**config.mk**
```make
export PLATFORM = sky130hd
export DESIGN_NAME = first_fit_rectangle_placer
export DESIGN_NICKNAME = d
export VERILOG_FILES = /design/src/hdl/ffrp_pkg.sv /design/src/hdl/ffrp_datapath.sv /design/src/hdl/ffrp_controller.sv /design/src/hdl/first_fit_rectangle_placer.sv
export SDC_FILE = /design/constraint.sdc
export NUM_CORES = 2
export LEC_CHECK = 0
export ABC_CLOCK_PERIOD_IN_PS = 11700
export BUFFER_PORTS_ARGS = -buffer_cell sky130_fd_sc_hd__buf_4
export CAP_MARGIN = 40
export CORE_ASPECT_RATIO = 1.25
export CORE_UTILIZATION = 40
export CTS_BUF_LIST = sky130_fd_sc_hd__clkbuf_16
export CTS_CLUSTER_SIZE = 12
export DETAILED_ROUTE_END_ITERATION = 10
export PLACE_DENSITY = 0.64
export SLEW_MARGIN = 25
export SYNTH_ARGS = -nofsm -noshare
export SYNTH_HDL_FRONTEND = slang
export SYNTH_HIERARCHICAL = 1
export SYNTH_SLANG_ARGS = --single-unit
```
**constraint.sdc**
```tcl
create_clock -name i_clk -period 11.7 [get_ports i_clk]
set_clock_uncertainty 0.15 [all_clocks]
set_input_delay 2.34 -clock i_clk [delete_from_list [all_inputs] [get_ports i_clk]]
set_output_delay 2.34 -clock i_clk [all_outputs]
set_load 0.01 [all_outputs]
```
**src/hdl/ffrp_pkg.sv**
```systemverilog
// Shared widths, result codes and controller/datapath interface types.
`default_nettype none

package ffrp_pkg;

    // Fixed field widths of the stream and configuration ports.
    localparam int DIM_W     = 13;
    localparam int POS_W     = 12;
    localparam int STATUS_W  = 2;
    localparam int S_TDATA_W = 32;
    localparam int M_TDATA_W = 24;
    localparam int CFG_IDX_W = 8;

    // Reset value of both atlas dimension registers.
    localparam logic [DIM_W-1:0] ATLAS_DIM_RESET = DIM_W'(256);

    // Configuration register indexes.
    localparam logic [CFG_IDX_W-1:0] REG_ATLAS_WIDTH  = CFG_IDX_W'(0);
    localparam logic [CFG_IDX_W-1:0] REG_ATLAS_HEIGHT = CFG_IDX_W'(1);

    // Request kinds.
    localparam logic KIND_CLEAR = 1'b0;
    localparam logic KIND_PLACE = 1'b1;

    // Result status codes.
    typedef enum logic [STATUS_W-1:0] {
        ST_PLACED     = 2'd0,
        ST_NO_FIT     = 2'd1,
        ST_TABLE_FULL = 2'd2,
        ST_CLEARED    = 2'd3
    } t_status;

    // Commands from the controller to the datapath.
    typedef struct packed {
        logic    load_req;
        logic    clear_cnt;
        logic    init_row;
        logic    init_col;
        logic    next_row;
        logic    start_scan;
        logic    next_idx;
        logic    jump_u;
        logic    place;
        logic    load_out;
        t_status res_code;
    } t_dp_cmd;

    // Status from the datapath to the controller.
    typedef struct packed {
        logic kind;
        logic full;
        logic size_bad;
        logic row_over;
        logic col_over;
        logic cnt_zero;
        logic hit;
        logic last;
        logic out_free;
    } t_dp_stat;

endpackage

`default_nettype wire

```
**src/hdl/ffrp_datapath.sv**
```systemverilog
// Datapath: config registers, request latch, scan counters, rectangle table, result register.
`default_nettype none

module ffrp_datapath
    import ffrp_pkg::*;
#(
    parameter int MAX_RECTS  = 64,
    parameter int COORD_BITS = 12
) (
    input  wire                  i_clk,
    input  wire                  i_rst_n,
    // Configuration writes
    input  wire                  i_cfg_valid,
    input  wire [CFG_IDX_W-1:0]  i_cfg_index,
    input  wire [DIM_W-1:0]      i_cfg_data,
    // Request fields
    input  wire                  i_kind,
    input  wire [DIM_W-1:0]      i_rect_width,
    input  wire [DIM_W-1:0]      i_rect_height,
    // Result stream
    input  wire                  i_m_tready,
    output logic                 o_m_tvalid,
    output t_status              o_status,
    output logic [POS_W-1:0]     o_pos_u,
    output logic [POS_W-1:0]     o_pos_v,
    // Controller link
    input  t_dp_cmd              i_cmd,
    output t_dp_stat             o_stat
);

    // Coordinate width holds any dimension or corner; sums get one more bit.
    localparam int XW    = (COORD_BITS + 1 > DIM_W) ? COORD_BITS + 1 : DIM_W;
    localparam int SW    = XW + 1;
    localparam int EW    = 4 * XW;
    localparam int IDX_W = (MAX_RECTS > 1) ? $clog2(MAX_RECTS) : 1;
    localparam int CNT_W = $clog2(MAX_RECTS + 1);
    localparam logic [XW-1:0]    LIM      = XW'(1) << COORD_BITS;
    localparam logic [CNT_W-1:0] CNT_FULL = CNT_W'(MAX_RECTS);

    logic [DIM_W-1:0] r_cfg_aw, r_cfg_ah;
    logic             r_kind;
    logic [XW-1:0]    r_w, r_h, r_aw, r_ah;
    logic [XW-1:0]    r_u, r_v;
    logic [IDX_W-1:0] r_idx;
    logic [CNT_W-1:0] r_count;
    logic [EW-1:0]    r_mem [MAX_RECTS];
    logic [EW-1:0]    r_rd_data;
    logic             r_o_valid;
    t_status          r_o_status;
    logic [POS_W-1:0] r_o_u, r_o_v;

    logic [XW-1:0]    cfg_aw_x, cfg_ah_x, n_aw, n_ah;
    logic [XW-1:0]    ent_u, ent_v, ent_w, ent_h;
    logic [SW-1:0]    u_end, v_end, ent_u_end, ent_v_end;

    // Atlas dimension registers, written at any transfer on the config channel.
    always_ff @(posedge i_clk) begin
        if (!i_rst_n) begin
            r_cfg_aw <= ATLAS_DIM_RESET;
            r_cfg_ah <= ATLAS_DIM_RESET;
        end else if (i_cfg_valid) begin
            if (i_cfg_index == REG_ATLAS_WIDTH) begin
                r_cfg_aw <= i_cfg_data;
            end
            if (i_cfg_index == REG_ATLAS_HEIGHT) begin
                r_cfg_ah <= i_cfg_data;
            end
        end
    end

    // Atlas dimensions are limited to the coordinate range.
    always_comb begin
        cfg_aw_x = XW'(r_cfg_aw);
        cfg_ah_x = XW'(r_cfg_ah);
        n_aw     = (cfg_aw_x > LIM) ? LIM : cfg_aw_x;
        n_ah     = (cfg_ah_x > LIM) ? LIM : cfg_ah_x;
    end

    // Request latch and scan position.
    always_ff @(posedge i_clk) begin
        if (i_cmd.load_req) begin
            r_kind <= i_kind;
            r_w    <= XW'(i_rect_width);
            r_h    <= XW'(i_rect_height);
            r_aw   <= n_aw;
            r_ah   <= n_ah;
        end
        if (i_cmd.init_row) begin
            r_v <= '0;
        end else if (i_cmd.next_row) begin
            r_v <= r_v + XW'(1);
        end
        if (i_cmd.init_col) begin
            r_u <= '0;
        end else if (i_cmd.jump_u) begin
            r_u <= ent_u_end[XW-1:0];
        end
        if (i_cmd.start_scan) begin
            r_idx <= '0;
        end else if (i_cmd.next_idx) begin
            r_idx <= r_idx + IDX_W'(1);
        end
    end

    // Fill count of the table.
    always_ff @(posedge i_clk) begin
        if (!i_rst_n) begin
            r_count <= '0;
        end else if (i_cmd.clear_cnt) begin
            r_count <= '0;
        end else if (i_cmd.place) begin
            r_count <= r_count + CNT_W'(1);
        end
    end

    // Rectangle table: one write port at the fill count, one registered read port.
    always_ff @(posedge i_clk) begin
        if (i_cmd.place) begin
            r_mem[r_count[IDX_W-1:0]] <= {r_h, r_w, r_v, r_u};
        end
        r_rd_data <= r_mem[r_idx];
    end

    // Overlap test of the candidate against the entry just read.
    always_comb begin
        {ent_h, ent_w, ent_v, ent_u} = r_rd_data;
        u_end     = SW'(r_u) + SW'(r_w);
        v_end     = SW'(r_v) + SW'(r_h);
        ent_u_end = SW'(ent_u) + SW'(ent_w);
        ent_v_end = SW'(ent_v) + SW'(ent_h);
    end

    always_comb begin
        o_stat.kind     = r_kind;
        o_stat.full     = (r_count == CNT_FULL);
        o_stat.size_bad = (r_w == '0) || (r_h == '0) || (r_w > r_aw) || (r_h > r_ah);
        o_stat.row_over = (v_end > SW'(r_ah));
        o_stat.col_over = (u_end > SW'(r_aw));
        o_stat.cnt_zero = (r_count == '0);
        o_stat.hit      = (SW'(r_v) < ent_v_end) && (v_end > SW'(ent_v)) &&
                          (SW'(r_u) < ent_u_end) && (u_end > SW'(ent_u));
        o_stat.last     = ((CNT_W'(r_idx) + CNT_W'(1)) == r_count);
        o_stat.out_free = !r_o_valid || i_m_tready;
    end

    // Result register; holds until the receiver takes the transfer.
    always_ff @(posedge i_clk) begin
        if (!i_rst_n) begin
            r_o_valid <= 1'b0;
        end else if (i_cmd.load_out) begin
            r_o_valid <= 1'b1;
        end else if (i_m_tready) begin
            r_o_valid <= 1'b0;
        end
    end

    always_ff @(posedge i_clk) begin
        if (i_cmd.load_out) begin
            r_o_status <= i_cmd.res_code;
            if (i_cmd.res_code == ST_PLACED) begin
                r_o_u <= r_u[POS_W-1:0];
                r_o_v <= r_v[POS_W-1:0];
            end else begin
                r_o_u <= '0;
                r_o_v <= '0;
            end
        end
    end

    assign o_m_tvalid = r_o_valid;
    assign o_status   = r_o_status;
    assign o_pos_u    = r_o_u;
    assign o_pos_v    = r_o_v;

endmodule

`default_nettype wire

```
**src/hdl/ffrp_controller.sv**
```systemverilog
// Controller: sequences the decision, the raster scan and the table compares of one request.
`default_nettype none

module ffrp_controller
    import ffrp_pkg::*;
(
    input  wire       i_clk,
    input  wire       i_rst_n,
    input  wire       i_s_tvalid,
    output logic      o_s_tready,
    input  t_dp_stat  i_stat,
    output t_dp_cmd   o_cmd
);

    typedef enum logic [2:0] {
        S_IDLE,
        S_DECIDE,
        S_ROW,
        S_COL,
        S_READ,
        S_CMP,
        S_PLACE,
        S_RESULT
    } t_state;

    t_state  r_state, n_state;
    t_status r_code, n_code;

    // Next state and datapath commands.
    always_comb begin
        n_state = r_state;
        n_code  = r_code;
        o_cmd   = '0;
        o_cmd.res_code = r_code;
        case (r_state)
            S_IDLE: begin
                if (i_s_tvalid) begin
                    o_cmd.load_req = 1'b1;
                    n_state        = S_DECIDE;
                end
            end
            S_DECIDE: begin
                if (i_stat.kind == KIND_CLEAR) begin
                    o_cmd.clear_cnt = 1'b1;
                    n_code          = ST_CLEARED;
                    n_state         = S_RESULT;
                end else if (i_stat.full) begin
                    n_code  = ST_TABLE_FULL;
                    n_state = S_RESULT;
                end else if (i_stat.size_bad) begin
                    n_code  = ST_NO_FIT;
                    n_state = S_RESULT;
                end else begin
                    o_cmd.init_row = 1'b1;
                    n_state        = S_ROW;
                end
            end
            S_ROW: begin
                // The rectangle no longer fits below this row: no room anywhere.
                if (i_stat.row_over) begin
                    n_code  = ST_NO_FIT;
                    n_state = S_RESULT;
                end else begin
                    o_cmd.init_col = 1'b1;
                    n_state        = S_COL;
                end
            end
            S_COL: begin
                if (i_stat.col_over) begin
                    o_cmd.next_row = 1'b1;
                    n_state        = S_ROW;
                end else if (i_stat.cnt_zero) begin
                    n_state = S_PLACE;
                end else begin
                    o_cmd.start_scan = 1'b1;
                    n_state          = S_READ;
                end
            end
            S_READ: begin
                n_state = S_CMP;
            end
            S_CMP: begin
                // A collision moves the candidate just past the colliding entry.
                if (i_stat.hit) begin
                    o_cmd.jump_u = 1'b1;
                    n_state      = S_COL;
                end else if (i_stat.last) begin
                    n_state = S_PLACE;
                end else begin
                    o_cmd.next_idx = 1'b1;
                    n_state        = S_READ;
                end
            end
            S_PLACE: begin
                o_cmd.place = 1'b1;
                n_code      = ST_PLACED;
                n_state     = S_RESULT;
            end
            S_RESULT: begin
                if (i_stat.out_free) begin
                    o_cmd.load_out = 1'b1;
                    n_state        = S_IDLE;
                end
            end
            default: begin
                n_state = S_IDLE;
            end
        endcase
    end

    // State and result code registers.
    always_ff @(posedge i_clk) begin
        if (!i_rst_n) begin
            r_state <= S_IDLE;
            r_code  <= ST_NO_FIT;
        end else begin
            r_state <= n_state;
            r_code  <= n_code;
        end
    end

    assign o_s_tready = (r_state == S_IDLE);

endmodule

`default_nettype wire

```
**src/hdl/first_fit_rectangle_placer.sv**
```systemverilog
// Top level of the first-fit rectangle placer: stream ports and module wiring.
//
// Usage: configuration writes set atlas_width (index 0) and atlas_height
// (index 1); they are accepted in every cycle and must be made while idle.
// A request arrives on the slave stream: tuser is the kind (0 clear, 1 place),
// tdata carries the rectangle size. Each request gives exactly one result on
// the master stream: tuser is the status, tdata the placed corner.
// Requests are handled one at a time. A clear, a full table or a bad size
// goes straight to the result; a placement steps through rows, the corners
// of each row and, per corner, compares with the stored entries, each compare
// a table read and then a test; a no-fit scan ends with a final row check.
// The time taken grows with the stored rectangles and the atlas height.
// The result sits in an output register until taken, and the next request is
// accepted while it waits; a further result waits in the controller until the
// register is free, so nothing is lost when the receiver stalls.
// Reset empties the table, sets both atlas dimensions to 256 and clears all
// pending transfers.
`default_nettype none

module first_fit_rectangle_placer
    import ffrp_pkg::*;
#(
    parameter int MAX_RECTS  = 64,
    parameter int COORD_BITS = 12
) (
    input  wire                  i_clk,
    input  wire                  i_rst_n,
    // Configuration write channel
    input  wire                  i_cfg_valid,
    output logic                 o_cfg_ready,
    input  wire [CFG_IDX_W-1:0]  i_cfg_index,
    input  wire [DIM_W-1:0]      i_cfg_data,
    // Request stream
    input  wire                  s_axis_tvalid,
    output logic                 s_axis_tready,
    input  wire [S_TDATA_W-1:0]  s_axis_tdata,   // rect_width[12:0], rect_height[25:13], zero
    input  wire                  s_axis_tuser,   // kind
    // Result stream
    output logic                 m_axis_tvalid,
    input  wire                  m_axis_tready,
    output logic [M_TDATA_W-1:0] m_axis_tdata,   // pos_u[11:0], pos_v[23:12]
    output logic [STATUS_W-1:0]  m_axis_tuser    // status
);

    t_dp_cmd          cmd;
    t_dp_stat         stat;
    t_status          status;
    logic [POS_W-1:0] pos_u, pos_v;

    ffrp_controller u_ctrl (
        .i_clk      (i_clk),
        .i_rst_n    (i_rst_n),
        .i_s_tvalid (s_axis_tvalid),
        .o_s_tready (s_axis_tready),
        .i_stat     (stat),
        .o_cmd      (cmd)
    );

    ffrp_datapath #(
        .MAX_RECTS  (MAX_RECTS),
        .COORD_BITS (COORD_BITS)
    ) u_dp (
        .i_clk         (i_clk),
        .i_rst_n       (i_rst_n),
        .i_cfg_valid   (i_cfg_valid),
        .i_cfg_index   (i_cfg_index),
        .i_cfg_data    (i_cfg_data),
        .i_kind        (s_axis_tuser),
        .i_rect_width  (s_axis_tdata[DIM_W-1:0]),
        .i_rect_height (s_axis_tdata[2*DIM_W-1:DIM_W]),
        .i_m_tready    (m_axis_tready),
        .o_m_tvalid    (m_axis_tvalid),
        .o_status      (status),
        .o_pos_u       (pos_u),
        .o_pos_v       (pos_v),
        .i_cmd         (cmd),
        .o_stat        (stat)
    );

    // Configuration writes never stall.
    assign o_cfg_ready  = 1'b1;
    assign m_axis_tdata = {pos_v, pos_u};
    assign m_axis_tuser = status;

endmodule

`default_nettype wire

```
==> flow_summary_export.csv <==
group,metric,value,unit
logic_synthesis,syn-mean-instance-area,22.7,µm²
floorplan,initial_utilization,40.2,%
logic_synthesis,synth_flop_cell,"edfxtp_1",
global_routing,antenna_found_initial,11,
drt,ant_nets,0,
timing,post-route-min-period,6.19,ns
final_layout,stdcell_count,11100,
setup_path,cp_max_fo,67,
timing,setup_violations,0,
place,dp_hpwl,184000,µm
logic_synthesis,synth_edf_count,3407,
setup_path,cp-startpoint,"u_dp/r_h[0]",
global_routing,grt_pass1_wl,490000,µm
drt,drc_errors,0,
final_layout,drive_above_1_share,28.2,%
timing,fmax,162,MHz
logic_synthesis,synth_most_common_cell,"edfxtp_1",
logic_synthesis,yosysUniqueCellTypes,74,
final_layout,area_growth,12.8,%
final_layout,seqCellArea,105000,µm²
place,gp_congestion,0.828,
timing,drv_slew,0,
setup_path,r2r-start,"u_dp/r_h[0]",
clock_network,cts_inserted_buffers,343,
clock_network,cts_tree,"built",
logic_synthesis,ys_seq_area_share,76.1,%
floorplan,rows,240,
setup_path,rr_endpoint,"u_dp/r_u[12]",
run_status,outcome,"complete, no violations",
power_and_ir_drop,peakVddDrop,181,µV
setup_path,ff2ff_path_depth,21,
setup_path,critPathKind,"reg -> reg",
logic_synthesis,syn_nets,6275,
setup_path,crit_required,12.37,ns
setup_path,endpoint,"u_dp/r_u[12]",
setup_path,setup.worst_path.end_class,"flop",
timing,worst_pin_slew,0.965,ns
logic_synthesis,yosys-top-cells-count,"edfxtp_1 (3,407), mux4_2 (1,040), clkbuf_1 (163)",
drt,vias_per_cell,5.88,
clock_network,clock_path_buffers,4,
logic_synthesis,synthTopCellsByArea,"edfxtp_1 (74%), mux4_2 (17%), dfxtp_1 (1.8%)",
timing,setup_tns,0,ns
final_layout,nFillCells,27800,
clock_network,root_buffer,"clkbuf_16",
clock_network,clk_pin_slew,0.06,ns
power_and_ir_drop,power,32.4,mW
setup_path,path_cells,"buf_4, ha_1, fa_1, a21o_1, a21o_1, a21oi_1, o21ai_0, or4b_2, o211ai_1, ha_1, nand3_1, a211oi_1, o41ai_1, a31oi_1, nor3_1, nor4_1, and4b_1, buf_4, nand2_1, a2111oi_0, a211o_1",
power_and_ir_drop,p_leak,48.9,nW
global_routing,grt-ovfl-total,0,
clock_network,cts-resized-gates,0,
final_layout,multiInputGateArea,31700,µm²
logic_synthesis,syn_area,138000,µm²
logic_synthesis,synth_top_area_cell,"edfxtp_1",
clock_network,hold_buffers,0,
floorplan,die_area,346000,µm²
drt,finalWirelength,347000,µm
logic_synthesis,ys_ff_latch,3530,
power_and_ir_drop,pwr_density_cell,209,nW/µm²
clock_network,htreeDepth,5,
setup_path,arrival,6.86,ns
floorplan,ios,88,
logic_synthesis,syn_inst,6054,
clock_network,clock-sinks,3530,
global_routing,grt_max_degree,133,
place,place_inst,10600,
timing,grt_setup_unrepaired,"false",
logic_synthesis,synth_top_area_share,74.4,%
timing,period_share,52.9,%
floorplan,core-area,342000,µm²
logic_synthesis,synth-async-reset-ratio,0,%
timing,slew_headroom,35.6,%
run,maxCapViolations,0,
logic_synthesis,yosys_warnings,6,
place,portBuffers,80,
setup_path,slowest_stage,"or4b_2",
drt,wl_per_cell,31.4,µm
timing,finalHoldViolations,0,
floorplan,die_w,527,µm
hold_path,hold_path.class,"reg -> reg",
setup_path,rrSetupSlack,5.51,ns
floorplan,die_h,658,µm
global_routing,grt_usage,19.8,%
drt,first_pass_iters,6,
clock_network,clk_latency,0.90,ns
global_routing,grt_pass1_vias,66900,
drt,vias,65000,
final_layout,final_nets,6651,
drt,drt_iter0_markers,7471,
setup_path,critPathMaxStageDelay,0.63,ns
clock_network,post_cts_buffers,0,
setup_path,startpoint_type,"flop",
## where the power goes
group / internal (mW) / switching [mW] / total, mW
Clock: 5.48 / 4.45 / 9.93
Sequential: 14.6 / 0.234 / 14.8
Combinational: 3.63 / 4.06 / 7.69
Total: 23.7 / 8.75 / 32.4
## how the worst min path moves through the flow
stage                          start          endpoint  slack [ns]  cells past startpoint
floorplan           u_dp/cfg_aw_x[8]  u_dp/cfg_aw_x[8]        0.28                      2
global placement    u_dp/cfg_aw_x[8]  u_dp/cfg_aw_x[8]        0.31                      2
detailed placement  u_dp/cfg_aw_x[8]  u_dp/cfg_aw_x[8]        0.31                      2
CTS                 u_dp/cfg_aw_x[8]  u_dp/cfg_aw_x[8]        0.33                      2
global route        u_dp/cfg_aw_x[8]  u_dp/cfg_aw_x[8]        0.37                      2
finish              u_dp/cfg_aw_x[8]  u_dp/cfg_aw_x[8]        0.33                      2
## cell usage in the layout (no fill, tap or decap), drive strengths merged, types with 67 or more instances in the layout
| cell | synthesis | layout |
|---|---|---|
| edfxtp | 3407 | 3407 |
| mux4 | 1040 | 1040 |
| clkbuf | 163 | 353 |
| buf | 133 | 327 |
| inv | 77 | 199 |
| ha | 158 | 158 |
| nor2 | 153 | 153 |
| dfxtp | 123 | 123 |
| nand2 | 113 | 113 |
| a22oi | 82 | 82 |
| nor2b | 67 | 67 |
## flip-flops by register name, indices dropped and copies added (netlist names)
name,flops
u_ctrl/r_code,2
u_dp/r_h,13
u_dp/cfg_ah_x,13
u_dp/o_pos_v,12
u_dp/r_u,13
u_dp/r_w,13
u_dp/r_count,7
u_dp/r_mem,3328
u_dp/r_kind,1
u_dp/o_m_tvalid,1
u_dp/o_pos_u,12
u_dp/r_rd_data,52
u_dp/r_ah,13
u_ctrl/r_state,3
u_dp/r_v,13
u_dp/cfg_aw_x,13
u_dp/o_status,2
u_dp/r_aw,13
u_dp/r_idx,6
## final cells by class
cell class / instances / share of cell area (%)
Sequential cell: 3530 / 67.5
Multi-Input combinational cell: 2151 / 20.5
Clock buffer: 353 / 5.69
Tap cell: 4477 / 3.61
Timing Repair Buffer: 327 / 2.00
Clock inverter: 143 / 0.506
Inverter: 77 / 0.186
Antenna cell: 4 / 0.00645
## cells by family (layout without fill, tap and decap cells)
logic type / count (synthesis) / after routing / synth area share, %
DFF: 3530 / 3530 / 76.1
muxes: 1076 / 1076 / 17.3
and+or+nand+nor: 531 / 531 / 1.93
buffers and inverters: 373 / 900 / 1.14
AOI/OAI and AO/OA: 321 / 321 / 1.62
adders and majority gates: 162 / 162 / 1.50
xor gates and xnor gates: 60 / 60 / 0.382
other: 1 / 5 / 0.00273
## worst max-delay path: cells and delay by family (launching register included)
family                   cells  cell delay (ns)
buffers and inverters        2             0.88
flip-flops                   1             0.34
adder cells (fa/ha/maj)      3             0.71
AO/OA/AOI/OAI               10             2.23
AND/OR/NAND/NOR              6             1.79
## per-layer routing
layer / track usage (%) / vias up / wire, µm / share of wire, %
met1: 25.5 / 35400 / 132000 / 38
met4: 5.42 / 2 / 9000 / 2.6
li1: - / 26400 / - / -
met5: 0 / - / 9 / 0.0026
met2: 34.7 / 2745 / 180000 / 52
met3: 2.96 / 518 / 25800 / 7.4
## per-stage QoR
step / hold slack, ns / utilization [%] / worst slack [ns] / area (µm²)
global route: 0.372 / 45.4 / 5.00 / 155000
detailed placement: 0.310 / 42.5 / 5.53 / 145000
CTS: 0.327 / 45.3 / 5.51 / 155000
floorplan: 0.283 / - / 4.58 / 138000
finish: 0.327 / 45.4 / 5.51 / 155000
global placement: 0.305 / 42.3 / 5.45 / 145000
Power figures use the tool's default switching activity.
